<file path="config.mk">
export PLATFORM = sky130hd
export DESIGN_NAME = utf8_stream_decoder
export DESIGN_NICKNAME = d
export VERILOG_FILES = /design/src/sv/u8d_pkg.sv /design/src/sv/u8d_front.sv /design/src/sv/u8d_queue.sv /design/src/sv/u8d_back.sv /design/src/sv/utf8_stream_decoder.sv
export SDC_FILE = /design/constraint.sdc
export NUM_CORES = 1
export LEC_CHECK = 0
export ABC_AREA = 1
export BUFFER_PORTS_ARGS = -buffer_cell sky130_fd_sc_hd__buf_2
export CAP_MARGIN = 20
export CELL_PAD_IN_SITES_DETAIL_PLACEMENT = 1
export CELL_PAD_IN_SITES_GLOBAL_PLACEMENT = 2
export CORE_MARGIN = 1
export CORE_UTILIZATION = 42
export CTS_CLUSTER_SIZE = 28
export DETAILED_ROUTE_END_ITERATION = 7
export GPL_TIMING_DRIVEN = 1
export PLACE_DENSITY = 0.81
export SYNTH_ARGS = -nofsm -noshare
export SYNTH_HDL_FRONTEND = slang
export SYNTH_HIERARCHICAL = 1
export SYNTH_SLANG_ARGS = --single-unit
</file>
<file path="constraint.sdc">
create_clock -name clock -period 3.55 [get_ports clock]
set_input_delay 0.71 -clock clock [delete_from_list [all_inputs] [get_ports clock]]
set_output_delay 0.71 -clock clock [all_outputs]
set_load 0.05 [all_outputs]
</file>
<file path="src/sv/u8d_pkg.sv">
// ----------------------------------------------------------------------------
// u8d_pkg
// shared types, constants and the lead byte length lookup for the utf-8 decoder
// ----------------------------------------------------------------------------
package u8d_pkg;

   localparam int QUEUE_DEPTH = 4;
   localparam int QUEUE_AW    = $clog2(QUEUE_DEPTH);

   localparam logic [63:0] LEN_TABLE  = 64'h4322_0000_1111_1111;
   localparam logic [7:0]  CONT_MASK  = 8'hC0;
   localparam logic [7:0]  CONT_CODE  = 8'h80;
   localparam logic [7:0]  LEAD_LIMIT = 8'hF7;
   localparam logic [7:0]  MASK_CONT  = 8'h3F;
   localparam logic [7:0]  MASK_LEAD2 = 8'h1F;
   localparam logic [7:0]  MASK_LEAD3 = 8'h0F;
   localparam logic [7:0]  MASK_LEAD4 = 8'h07;

   localparam logic [2:0] LEN_STRAY = 3'd0;
   localparam logic [2:0] LEN_ONE   = 3'd1;
   localparam logic [2:0] LEN_TWO   = 3'd2;
   localparam logic [2:0] LEN_THREE = 3'd3;
   localparam logic [2:0] LEN_FOUR  = 3'd4;

   typedef struct packed {
      logic [20:0] code_point;
      logic        is_error;
      logic [2:0]  seq_length;
      logic        last;
   } result_type;

   // one queue entry: the results caused by one byte
   typedef struct packed {
      logic       two;
      result_type r0;
      result_type r1;
   } entry_type;

   function automatic logic [2:0] lead_len(input logic [3:0] nib);
      logic [63:0] sh;
      sh = LEN_TABLE >> {nib, 2'b00};
      return sh[2:0];
   endfunction

endpackage

</file>
<file path="src/sv/u8d_front.sv">
// ----------------------------------------------------------------------------
// u8d_front
// takes one byte per transfer, updates the sequence state and builds the
// results that the byte causes
// ----------------------------------------------------------------------------
module u8d_front (
   input  logic               clock,
   input  logic               reset,
   input  logic               req_valid,
   output logic               req_ready,
   input  logic [7:0]         req_data_byte,
   input  logic               q_full,
   output logic               q_push,
   output u8d_pkg::entry_type q_entry
);

   logic [1:0]  rem_ff,  rem_in;
   logic [20:0] pv_ff,   pv_in;
   logic [2:0]  tlen_ff, tlen_in;
   logic        skip_ff, skip_in;

   logic                accept;
   logic                is_cont;
   logic [7:0]          b;
   logic [2:0]          n;
   logic                lead_res;
   u8d_pkg::result_type lead_r;
   logic [1:0]          lead_rem;
   logic [20:0]         lead_pv;
   logic [2:0]          lead_tlen;
   logic                lead_skip;
   logic [20:0]         pv_shift;
   logic [1:0]          count;
   u8d_pkg::entry_type  ent;

   assign b         = req_data_byte;
   assign req_ready = !q_full;
   assign accept    = req_valid && req_ready;
   assign is_cont   = (b & u8d_pkg::CONT_MASK) == u8d_pkg::CONT_CODE;
   assign n         = u8d_pkg::lead_len(b[7:4]);
   assign pv_shift  = {pv_ff[14:0], b[5:0]};

   // lead byte handling from a cleared sequence state
   always_comb begin
      lead_res  = 1'b0;
      lead_r    = '0;
      lead_rem  = 2'd0;
      lead_pv   = '0;
      lead_tlen = u8d_pkg::LEN_STRAY;
      lead_skip = 1'b0;
      unique case (n)
         u8d_pkg::LEN_ONE: begin
            lead_res          = 1'b1;
            lead_r.code_point = {13'd0, b};
            lead_r.seq_length = u8d_pkg::LEN_ONE;
         end
         u8d_pkg::LEN_TWO: begin
            lead_rem  = 2'd1;
            lead_pv   = {13'd0, b & u8d_pkg::MASK_LEAD2};
            lead_tlen = u8d_pkg::LEN_TWO;
         end
         u8d_pkg::LEN_THREE: begin
            lead_rem  = 2'd2;
            lead_pv   = {13'd0, b & u8d_pkg::MASK_LEAD3};
            lead_tlen = u8d_pkg::LEN_THREE;
         end
         u8d_pkg::LEN_FOUR: begin
            if (b > u8d_pkg::LEAD_LIMIT) begin
               lead_res        = 1'b1;
               lead_r.is_error = 1'b1;
            end else begin
               lead_rem  = 2'd3;
               lead_pv   = {13'd0, b & u8d_pkg::MASK_LEAD4};
               lead_tlen = u8d_pkg::LEN_FOUR;
            end
         end
         default: begin
            lead_res        = 1'b1;
            lead_r.is_error = 1'b1;
            lead_skip       = 1'b1;
         end
      endcase
   end

   always_comb begin
      rem_in  = rem_ff;
      pv_in   = pv_ff;
      tlen_in = tlen_ff;
      skip_in = skip_ff;
      count   = 2'd0;
      ent     = '0;
      if (rem_ff != 2'd0) begin
         if (is_cont) begin
            rem_in = rem_ff - 2'd1;
            if (rem_ff == 2'd1) begin
               count                = 2'd1;
               ent.r0.code_point    = pv_shift;
               ent.r0.seq_length    = tlen_ff;
               ent.r0.last          = 1'b1;
               pv_in                = '0;
               tlen_in              = u8d_pkg::LEN_STRAY;
            end else begin
               pv_in = pv_shift;
            end
         end else begin
            // truncated sequence: error first, then the byte as a new lead
            ent.r0.is_error = 1'b1;
            ent.r0.last     = !lead_res;
            ent.r1          = lead_r;
            ent.r1.last     = 1'b1;
            ent.two         = lead_res;
            count           = lead_res ? 2'd2 : 2'd1;
            rem_in          = lead_rem;
            pv_in           = lead_pv;
            tlen_in         = lead_tlen;
            skip_in         = lead_skip;
         end
      end else if (skip_ff && is_cont) begin
         count = 2'd0;
      end else begin
         ent.r0      = lead_r;
         ent.r0.last = 1'b1;
         count       = lead_res ? 2'd1 : 2'd0;
         rem_in      = lead_rem;
         pv_in       = lead_pv;
         tlen_in     = lead_tlen;
         skip_in     = lead_skip;
      end
   end

   assign q_push  = accept && (count != 2'd0);
   assign q_entry = ent;

   always_ff @(posedge clock) begin
      if (reset) begin
         rem_ff  <= '0;
         pv_ff   <= '0;
         tlen_ff <= '0;
         skip_ff <= 1'b0;
      end else if (accept) begin
         rem_ff  <= rem_in;
         pv_ff   <= pv_in;
         tlen_ff <= tlen_in;
         skip_ff <= skip_in;
      end
   end

   a_len_covers_rem: assert property (@(posedge clock) disable iff (reset)
      (rem_ff != 2'd0) |-> (tlen_ff > {1'b0, rem_ff}))
      else $error("sequence length below remaining count");

   a_no_skip_in_seq: assert property (@(posedge clock) disable iff (reset)
      (rem_ff != 2'd0) |-> !skip_ff)
      else $error("skipping while a sequence is open");

endmodule

</file>
<file path="src/sv/u8d_queue.sv">
// ----------------------------------------------------------------------------
// u8d_queue
// short first-in first-out queue of result entries between front and back
// ----------------------------------------------------------------------------
module u8d_queue (
   input  logic               clock,
   input  logic               reset,
   input  logic               push,
   input  u8d_pkg::entry_type push_entry,
   output logic               full,
   input  logic               pop,
   output logic               not_empty,
   output u8d_pkg::entry_type head
);

   u8d_pkg::entry_type        mem_ff [u8d_pkg::QUEUE_DEPTH];
   logic [u8d_pkg::QUEUE_AW:0] wr_ff, wr_in;
   logic [u8d_pkg::QUEUE_AW:0] rd_ff, rd_in;

   assign full = (wr_ff[u8d_pkg::QUEUE_AW] != rd_ff[u8d_pkg::QUEUE_AW]) &&
                 (wr_ff[u8d_pkg::QUEUE_AW-1:0] == rd_ff[u8d_pkg::QUEUE_AW-1:0]);
   assign not_empty = wr_ff != rd_ff;
   assign head      = mem_ff[rd_ff[u8d_pkg::QUEUE_AW-1:0]];
   assign wr_in     = wr_ff + 1'b1;
   assign rd_in     = rd_ff + 1'b1;

   always_ff @(posedge clock) begin
      if (push) begin
         mem_ff[wr_ff[u8d_pkg::QUEUE_AW-1:0]] <= push_entry;
      end
   end

   always_ff @(posedge clock) begin
      if (reset) begin
         wr_ff <= '0;
         rd_ff <= '0;
      end else begin
         if (push) begin
            wr_ff <= wr_in;
         end
         if (pop) begin
            rd_ff <= rd_in;
         end
      end
   end

   a_no_overflow: assert property (@(posedge clock) disable iff (reset)
      !(push && full))
      else $error("push into full queue");

endmodule

</file>
<file path="src/sv/u8d_back.sv">
// ----------------------------------------------------------------------------
// u8d_back
// output register: takes entries from the queue and sends their results one
// transfer at a time
// ----------------------------------------------------------------------------
module u8d_back (
   input  logic               clock,
   input  logic               reset,
   input  logic               q_not_empty,
   input  u8d_pkg::entry_type q_head,
   output logic               q_pop,
   output logic               rsp_valid,
   input  logic               rsp_ready,
   output logic [20:0]        rsp_code_point,
   output logic               rsp_is_error,
   output logic [2:0]         rsp_seq_length,
   output logic               rsp_last
);

   u8d_pkg::entry_type  hold_ff;
   logic                valid_ff;
   logic                phase_ff;
   logic                take;
   logic                done;
   u8d_pkg::result_type cur;

   assign cur   = phase_ff ? hold_ff.r1 : hold_ff.r0;
   assign take  = valid_ff && rsp_ready;
   assign done  = take && (phase_ff || !hold_ff.two);
   assign q_pop = q_not_empty && (!valid_ff || done);

   assign rsp_valid      = valid_ff;
   assign rsp_code_point = cur.code_point;
   assign rsp_is_error   = cur.is_error;
   assign rsp_seq_length = cur.seq_length;
   assign rsp_last       = cur.last;

   always_ff @(posedge clock) begin
      if (q_pop) begin
         hold_ff <= q_head;
      end
   end

   always_ff @(posedge clock) begin
      if (reset) begin
         valid_ff <= 1'b0;
         phase_ff <= 1'b0;
      end else if (q_pop) begin
         valid_ff <= 1'b1;
         phase_ff <= 1'b0;
      end else if (done) begin
         valid_ff <= 1'b0;
         phase_ff <= 1'b0;
      end else if (take) begin
         phase_ff <= 1'b1;
      end
   end

   a_phase_needs_two: assert property (@(posedge clock) disable iff (reset)
      phase_ff |-> (valid_ff && hold_ff.two))
      else $error("second result selected for a single entry");

   a_first_not_last: assert property (@(posedge clock) disable iff (reset)
      (valid_ff && !phase_ff && hold_ff.two) |-> !rsp_last)
      else $error("first of two results marked last");

   a_error_clean: assert property (@(posedge clock) disable iff (reset)
      (valid_ff && rsp_is_error) |-> (rsp_code_point == '0 && rsp_seq_length == '0))
      else $error("error result with payload");

endmodule

</file>
<file path="src/sv/utf8_stream_decoder.sv">
// ----------------------------------------------------------------------------
// utf8_stream_decoder
// byte-serial utf-8 decoder with a front classifier, a four-entry queue and
// a result output register
// ----------------------------------------------------------------------------
// One byte is taken per cycle whenever the four-entry queue has room; decoding
// of a byte, including its effect on the open sequence, completes in the cycle
// it is taken. A byte causes zero, one or two results, and the output register
// sends one result per cycle while the receiver is ready, so a byte with two
// results (a cut-short sequence followed by an ascii byte or a lead above f7)
// holds the output until both are sent. A result passes the queue and then
// the output register before it is offered; input stalls only when the queue fills.
module utf8_stream_decoder (
   input  logic        clock,
   input  logic        reset,
   input  logic        req_valid,
   output logic        req_ready,
   input  logic [7:0]  req_data_byte,
   output logic        rsp_valid,
   input  logic        rsp_ready,
   output logic [20:0] rsp_code_point,
   output logic        rsp_is_error,
   output logic [2:0]  rsp_seq_length,
   output logic        rsp_last
);

   logic               q_push;
   logic               q_full;
   logic               q_pop;
   logic               q_not_empty;
   u8d_pkg::entry_type q_entry;
   u8d_pkg::entry_type q_head;

   u8d_front u_front (
      .clock         (clock),
      .reset         (reset),
      .req_valid     (req_valid),
      .req_ready     (req_ready),
      .req_data_byte (req_data_byte),
      .q_full        (q_full),
      .q_push        (q_push),
      .q_entry       (q_entry)
   );

   u8d_queue u_queue (
      .clock      (clock),
      .reset      (reset),
      .push       (q_push),
      .push_entry (q_entry),
      .full       (q_full),
      .pop        (q_pop),
      .not_empty  (q_not_empty),
      .head       (q_head)
   );

   u8d_back u_back (
      .clock          (clock),
      .reset          (reset),
      .q_not_empty    (q_not_empty),
      .q_head         (q_head),
      .q_pop          (q_pop),
      .rsp_valid      (rsp_valid),
      .rsp_ready      (rsp_ready),
      .rsp_code_point (rsp_code_point),
      .rsp_is_error   (rsp_is_error),
      .rsp_seq_length (rsp_seq_length),
      .rsp_last       (rsp_last)
   );

endmodule

</file>
==> run_results.csv, run 1 <==
group,metric,value,unit
critical_path,critPathRequiredTime,2840,ps
global_route,grt_pass1_wl,43.64,mm
sta,clock_skew,24.76,ps
sta,slew_violations,0,
clocking,postCtsResizedCells,0,
critical_path,reg2reg_depth,11,
critical_path,critPathLaunchType,"flop",
synthesis,synth_edf_count,265,
synthesis,synth_warnings,6,
drt,ant_nets,0,
placement,gp_congestion,0.8252,
final_layout,syn_to_final_growth,12.07,%
synthesis,synth_compound_area_frac,0.01538,
critical_path,r2r_start,"u_front/rem_ff[0]$_SDFFE_PP0P_",
power_and_ir_drop,power_switching,0.003891,W
synthesis,yosys.area_share.simple,0.2125,
die,start_util,0.4266,
synthesis,synth_cell_types,33,
placement,place_area,13140,um2
die,rows,63,
sta,setup-tns-final,0,ps
clocking,cts-hold-fix-buffers,0,
critical_path,rr_endpoint,"u_queue/mem_ff[2][36]$_DFFE_PP_",
synthesis,synth_xor_area_frac,0.0006946,
final_layout,drive_above_1_share,0.1246,
synthesis,seq_area_frac_synth,0.6803,
clocking,numClockSinks,296,
global_route,grt-ovfl-total,0,
critical_path,cp-end-kind,"output pin",
synthesis,synth_top_area_frac,0.6311,
critical_path,cpPeakStageDelay,730,ps
power_and_ir_drop,irDropWorstVdd,865.9,uV
synthesis,synthMuxAreaShare,0,
global_route,gr-usage-all-layers,0.1845,
run,drv_cap,0,
critical_path,crit_path_cell_trace,"buf_4 -> nand2_1 -> nand2_1 -> buf_2",
sta,max-slew-margin-rel,0.3475,
synthesis,async_reset_ff_frac,0,
die,die_h,175.3,um
drt,firstDrtPassIters,5,
drt,viasPerCell,4.747,
clocking,cts_buffer_depth,3,
sta,rsz0062_at_grt,"false",
global_route,grt_max_degree,113,
clocking,clock_latency,560,ps
sta,setup_viol,0,
global_route,grt_pass1_vias,8204,
sta,finalHoldViolCount,0,
synthesis,synth.area.top_cells,"edfxtp_1 (63%), nand2_1 (10%), dfxtp_1 (4.9%), nor2_1 (4.8%), inv_1 (4.7%)",
critical_path,worst_path_most_repeated_cell,"nand2_1",
final_layout,mostFrequentLayoutCells,"nand2_1 (335), edfxtp_1 (265), nor2_1 (160), inv_1 (154), nand3_1 (74)",
drt,drt_iter0_markers,350,
drt,drc,0,
synthesis,synth_fa_ha_area_frac,0.006946,
synthesis,avgSynthCellArea,10.46,um2
power_and_ir_drop,p_comb_frac,0.292,
final_layout,insertedDiodeCount,0,
drt,routed-via-count,7871,
synthesis,syn_area,12610,um2
sta,worst_slew_pin_slew,969.8,ps
critical_path,cp_slowest_cell,"dfxtp_1",
sta,period_needed,2753,ps
synthesis,synth_top_family_by_area,"simple AND/OR/NAND/NOR gates",
die,die_area,30720,um2
die,core-area,29560,um2
global_route,antenna_found_initial,0,
clocking,postCtsSetupBuffers,0,
power_and_ir_drop,p_seq_frac,0.429,
sta,fin_crit_sh,0.7754,
critical_path,crit_start,"u_back/phase_ff$_SDFFE_PP0P_",
synthesis,yosys.area.top_type,"edfxtp_1",
final_layout,finalInstanceArea,14130,um2
final_layout,fin_nets,1263,
clocking,cts_tree,"yes",
sta,fmax,363.3,MHz
critical_path,cp-endpoint,"rsp_last",
synthesis,ys.flop_type,"edfxtp_1",
die,die_w,175.3,um
synthesis,postSynthCellCount,1205,
clocking,cts_root_buffer,"clkbuf_16",
placement,portBuffers,39,
critical_path,critPathMaxFanout,10,
critical_path,path_class,"flop to output pin",
clocking,htree_levels,1,
final_layout,layout_commonest_cell,"nand2_1",
power_and_ir_drop,power_density,789.3,nW/um2
clocking,cts_made_buffers,31,
power_and_ir_drop,p_leak,5.758,nW
power_and_ir_drop,p_clk_frac,0.279,
power_and_ir_drop,power.internal,0.007264,W
drt,wl_per_cell,16.63,um
critical_path,reg2reg_setup_slack,1020,ps
hold_path,hp-class,"input pin to flop",
drt,totalWireLength,27.57,mm
clocking,path_clk_slew,60,ps
critical_path,worst_ep_arrival_time,2040,ps
synthesis,synth_seq_cells,296,
status,outcome,"complete, no violations",
die,ios,40,
power_and_ir_drop,p_sw_frac,0.3488,
placement,hpwl,16.94,mm
==> sequential cells by signal, summed over array words and instances (netlist names), named ones only <==
signal            count
u_front/skip_ff       1
u_front/tlen_ff       3
u_back/rsp_valid      1
u_queue/wr_ff         3
u_back/phase_ff       1
u_front/pv_ff        15
u_front/rem_ff        2
u_back/hold_ff       53
u_queue/rd_ff         3
u_queue/mem_ff      212
==> worst min-delay path by stage <==
stage                                    from                             end  slack [ps]  depth (start not counted)
6_report                     req_data_byte[2]   u_front/pv_ff[2]$_SDFFE_PP0P_         470                          3
5_1_grt                      req_data_byte[2]   u_front/pv_ff[2]$_SDFFE_PP0P_         470                          3
4_1_cts                      req_data_byte[2]   u_front/pv_ff[2]$_SDFFE_PP0P_         430                          3
3_5_place_dp   u_front/pv_ff[11]$_SDFFE_PP0P_  u_front/pv_ff[11]$_SDFFE_PP0P_         460                          2
3_3_place_gp   u_front/pv_ff[13]$_SDFFE_PP0P_  u_front/pv_ff[13]$_SDFFE_PP0P_         460                          2
2_1_floorplan  u_front/pv_ff[10]$_SDFFE_PP0P_  u_front/pv_ff[10]$_SDFFE_PP0P_         440                          2
==> per-layer routing <==
layer	GRT usage	up-vias	routed length (um)
met3	0.02338	26	1004
li1	-	3895	-
met1	0.2448	3843	12510
met2	0.3228	107	13650
met5	0	-	0
met4	0.04167	0	402
==> worst max-delay path: cells and delay by family, from the launching register on <==
kind                   cells  cell delay, ps
DFF                        1             730
buffers and inverters      2             590
and+or+nand+nor            2             170
==> synthesized netlist by cell type (2+ instances only) <==
cell type / count
buf_6: 13
nand3_2: 2
nand2_2: 3
inv_1: 158
dfxtp_1: 31
edfxtp_1: 265
clkbuf_1: 6
nor2_4: 2
o21ai_0: 10
or2_1: 13
nand4_1: 3
nor3_1: 3
inv_2: 5
nand3_1: 74
buf_4: 24
buf_2: 12
or2_2: 40
nand2_1: 335
a21oi_1: 22
nor2_1: 160
buf_1: 6
ha_1: 7
==> through the flow <==
stage	hold WS [ps]	power, W	setup WS [ps]	utilization	cells
after floorplan	444.5	0.007350	369.7	-	1220
after global placement	455.1	0.008058	886.2	0.4446	1601
after detailed placement	458.3	0.008161	866.9	0.4446	1601
after CTS	433.6	0.01131	745.4	0.4781	1658
after global routing	470.4	0.01177	709.1	0.4781	1658
final	465.6	0.01115	797.4	0.4781	1658
==> power by group through the flow <==
stage	combinational, W	sequential [W]	clock, W
floorplan	0.00260	0.00475	0
global placement	0.00322	0.00484	0
detailed placement	0.00330	0.00486	0
CTS	0.00333	0.00479	0.00319
global route	0.00362	0.00484	0.00330
finish	0.00326	0.00478	0.00312
==> logic make-up (layout without fill, tap and decap cells) <==
| kind of cell | count (synthesis) | after routing |
|---|---|---|
| AND/OR/NAND/NOR | 638 | 638 |
| adder cells (fa/ha/maj) | 7 | 7 |
| XOR/XNOR | 1 | 1 |
| AO/OA/AOI/OAI | 36 | 36 |
| other | 1 | 16 |
| flip-flops | 296 | 296 |
| buffers and inverters | 226 | 274 |
==> final cells by class <==
| class | count | area, um2 |
|---|---|---|
| Clock buffer | 41 | 863.3 |
| Tap cell | 390 | 488.0 |
| Fill cell | 3255 | 15430 |
| Multi-Input combinational cell | 698 | 3038 |
| Sequential cell | 296 | 8582 |
| Inverter | 164 | 621.8 |
| Timing Repair Buffer | 53 | 412.9 |
| Clock inverter | 16 | 125.1 |
No activity file was read; power rests on OpenSTA's default activity.
==> inputs of run 2 (changes only) <==
- ABC_AREA: 1 -> 0
- CORE_UTILIZATION: 42 -> 49
- clock period: 3.55 -> 2.65 ns (I/O delays scaled with it)
==> run 2 against run 1 <==
Effect of this change:
- final cell count decreased by 39%
- final area fell by 6.4%
- combinational power rose by 3%
- area after synthesis fell by 6.8%
- sequential power up 33%
- worst hold slack worse by 210 ps
- via count decreased by 30%
- sequential share of layout area increased by 4.1 points
==> run_results.csv, run 2 <==
group,metric,value,unit
run,drv_cap,0,
critical_path,cpPeakStageDelay,420,ps
global_route,antenna_found_initial,0,
synthesis,syn_area,11750,um2
sta,finalHoldViolCount,0,
sta,setup-tns-final,0,ps
synthesis,synth_warnings,6,
global_route,gr-usage-all-layers,0.1939,
synthesis,synth_seq_cells,296,
synthesis,async_reset_ff_frac,0,
clocking,cts_tree,"yes",
synthesis,seq_area_frac_synth,0.7303,
sta,fin_crit_sh,0.9480,
clocking,htree_levels,1,
clocking,cts_root_buffer,"clkbuf_16",
critical_path,critPathLaunchType,"flop",
drt,wl_per_cell,22.80,um
sta,rsz0062_at_grt,"false",
synthesis,ys.flop_type,"edfxtp_1",
critical_path,path_class,"flop to output pin",
clocking,path_clk_slew,60,ps
drt,drt_iter0_markers,269,
hold_path,hp-class,"input pin to flop",
die,core-area,23470,um2
drt,routed-via-count,5526,
sta,fmax,398.1,MHz
drt,ant_nets,0,
synthesis,synth_edf_count,265,
final_layout,nFillCells,2068,
sta,worst_slew_pin_slew,813.1,ps
final_layout,largest_reg_flops,212,
critical_path,rr_endpoint,"u_queue/mem_ff[3][23]$_DFFE_PP_",
final_layout,drive_above_1_share,0.2876,
die,die_area,24600,um2
global_route,grt_pass1_vias,6011,
clocking,numClockSinks,296,
synthesis,synth_top_area_frac,0.6775,
synthesis,postSynthCellCount,604,
synthesis,synth.area.top_cells,"edfxtp_1 (68%), mux4_2 (9.6%), dfxtp_1 (5.3%), mux2_4 (2.4%), and2_1 (1.5%)",
sta,period_needed,2512,ps
die,ios,40,
drt,drc,0,
hold_path,hold_start,"rsp_ready",
power_and_ir_drop,p_leak,4.407,nW
critical_path,worst_ep_arrival_time,1980,ps
global_route,grt_max_degree,54,
clocking,cts_buffer_depth,3,
sta,fin_hold_ws,255.2,ps
synthesis,yosysMostFrequentCell,"edfxtp_1",
synthesis,yosys-top-cells-count,"edfxtp_1 (265), mux4_2 (50), dfxtp_1 (31)",
drt,firstDrtPassIters,4,
drt,viasPerCell,5.504,
drt,totalWireLength,22.89,mm
critical_path,critPathMaxFanout,27,
sta,clock_skew,23.74,ps
clocking,clock_latency,550,ps
die,die_w,156.8,um
final_layout,mostFrequentLayoutCells,"edfxtp_1 (265), mux4_2 (50), buf_2 (39), clkbuf_16 (29), dfxtp_1 (28)",
final_layout,multiInputGateArea,2803,um2
status,outcome,"complete, no violations",
placement,portBuffers,39,
final_layout,seqCellArea,8584,um2
placement,gp_congestion,0.8051,
final_layout,fin_nets,681,
hold_path,hold_end,"u_back/rsp_valid$_SDFFE_PP0P_",
placement,hpwl,14.49,mm
global_route,grt-ovfl-total,0,
clocking,cts-hold-fix-buffers,0,
synthesis,synth_cell_types,53,
hold_path,holdPathStages,2,
die,die_h,156.8,um
critical_path,reg2reg_depth,7,
critical_path,cp-end-kind,"output pin",
critical_path,critPathRequiredTime,2120,ps
final_layout,layout_commonest_cell,"edfxtp_1",
power_and_ir_drop,power,0.01361,W
sta,max-slew-margin-rel,0.4559,
clocking,postCtsSetupBuffers,0,
final_layout,insertedDiodeCount,0,
final_layout,syn_to_final_growth,12.65,%
critical_path,crit_path_cell_trace,"buf_4 -> mux2_2 -> buf_2",
sta,setup_viol,0,
clocking,cts_made_buffers,29,
global_route,grt_pass1_wl,35.22,mm
sta,slew_violations,0,
critical_path,cp_slowest_cell,"buf_4",
die,start_util,0.5004,
power_and_ir_drop,power_density,1029,nW/um2
synthesis,avgSynthCellArea,19.45,um2
synthesis,yosys.area.top_type,"edfxtp_1",
critical_path,r2r_start,"u_front/rem_ff[0]$_SDFFE_PP0P_",
power_and_ir_drop,irDropWorstVdd,546.0,uV
die,rows,56,
clocking,postCtsResizedCells,0,
critical_path,reg2reg_setup_slack,330,ps
## run 2: layout make-up
type | count | share of cell area
sequential | 296 | 0.6487
multi-input combinational | 265 | 0.2118
clock buffer | 41 | 0.06203
timing repair buffer | 60 | 0.03706
tap | 319 | 0.03016
clock inverter | 13 | 0.007375
inverter | 10 | 0.002837
## run 2: report_power, final
group          internal (W)  switching, W  total [W]
Clock               0.00225       0.00165    0.00390
Sequential          0.00603      0.000305    0.00634
Combinational       0.00126       0.00211    0.00337
Total               0.00955       0.00406     0.0136
## run 2: cell families (layout without fill, tap and decap cells)
| kind of cell | after synthesis | after routing | share of synthesized area |
|---|---|---|---|
| buf+inv | 58 | 124 | 0.03728 |
| xor+xnor | 5 | 5 | 0.003728 |
| compound gates | 51 | 51 | 0.02801 |
| mux | 84 | 84 | 0.1378 |
| flops | 296 | 296 | 0.7303 |
| simple gates | 102 | 102 | 0.05507 |
| fa+ha+maj | 7 | 7 | 0.007456 |
| other cells | 1 | 16 | 0.0003193 |
## run 2: how the worst max path moves through the flow
stage	to	slack [ps]	startpoint
after detailed placement	u_queue/mem_ff[3][3]$_DFFE_PP_	320	req_data_byte[6]
after CTS	rsp_seq_length[0]	60	u_back/phase_ff$_SDFFE_PP0P_
final	rsp_last	140	u_back/phase_ff$_SDFFE_PP0P_
after global routing	rsp_seq_length[0]	70	u_back/phase_ff$_SDFFE_PP0P_
after global placement	u_queue/mem_ff[3][2]$_DFFE_PP_	320	req_data_byte[6]
after floorplan	u_queue/mem_ff[3][0]$_DFFE_PP_	-40	u_queue/wr_ff[2]$_SDFFE_PP0P_
## run 2: critical path: cells and delay by family (launching register included)
kind,cells,cell delay [ps]
DFF,1,330
buffers and inverters,2,640
muxes,1,420
## run 2: through the flow
stage                     instance area, um2  utilization  instances  setup WS, ps
after floorplan                        11820            -        619        -37.00
after global placement                 12310       0.5246        950         317.3
after detailed placement               12310       0.5246        950         318.8
after CTS                              13230       0.5638       1004         57.54
after global routing                   13230       0.5638       1004         67.02
final                                  13230       0.5638       1004         137.9
## run 2: layer usage
metal  up-vias  share of wire  global-route usage  routed length [um]
li1       2495              -                   -                   -
met1      2887           0.42              0.2516                9564
met2       112           0.53              0.3412               12040
met3        32          0.037             0.02714                 843
met4         0          0.019             0.05322                 440
met5         -              0                   0                   0
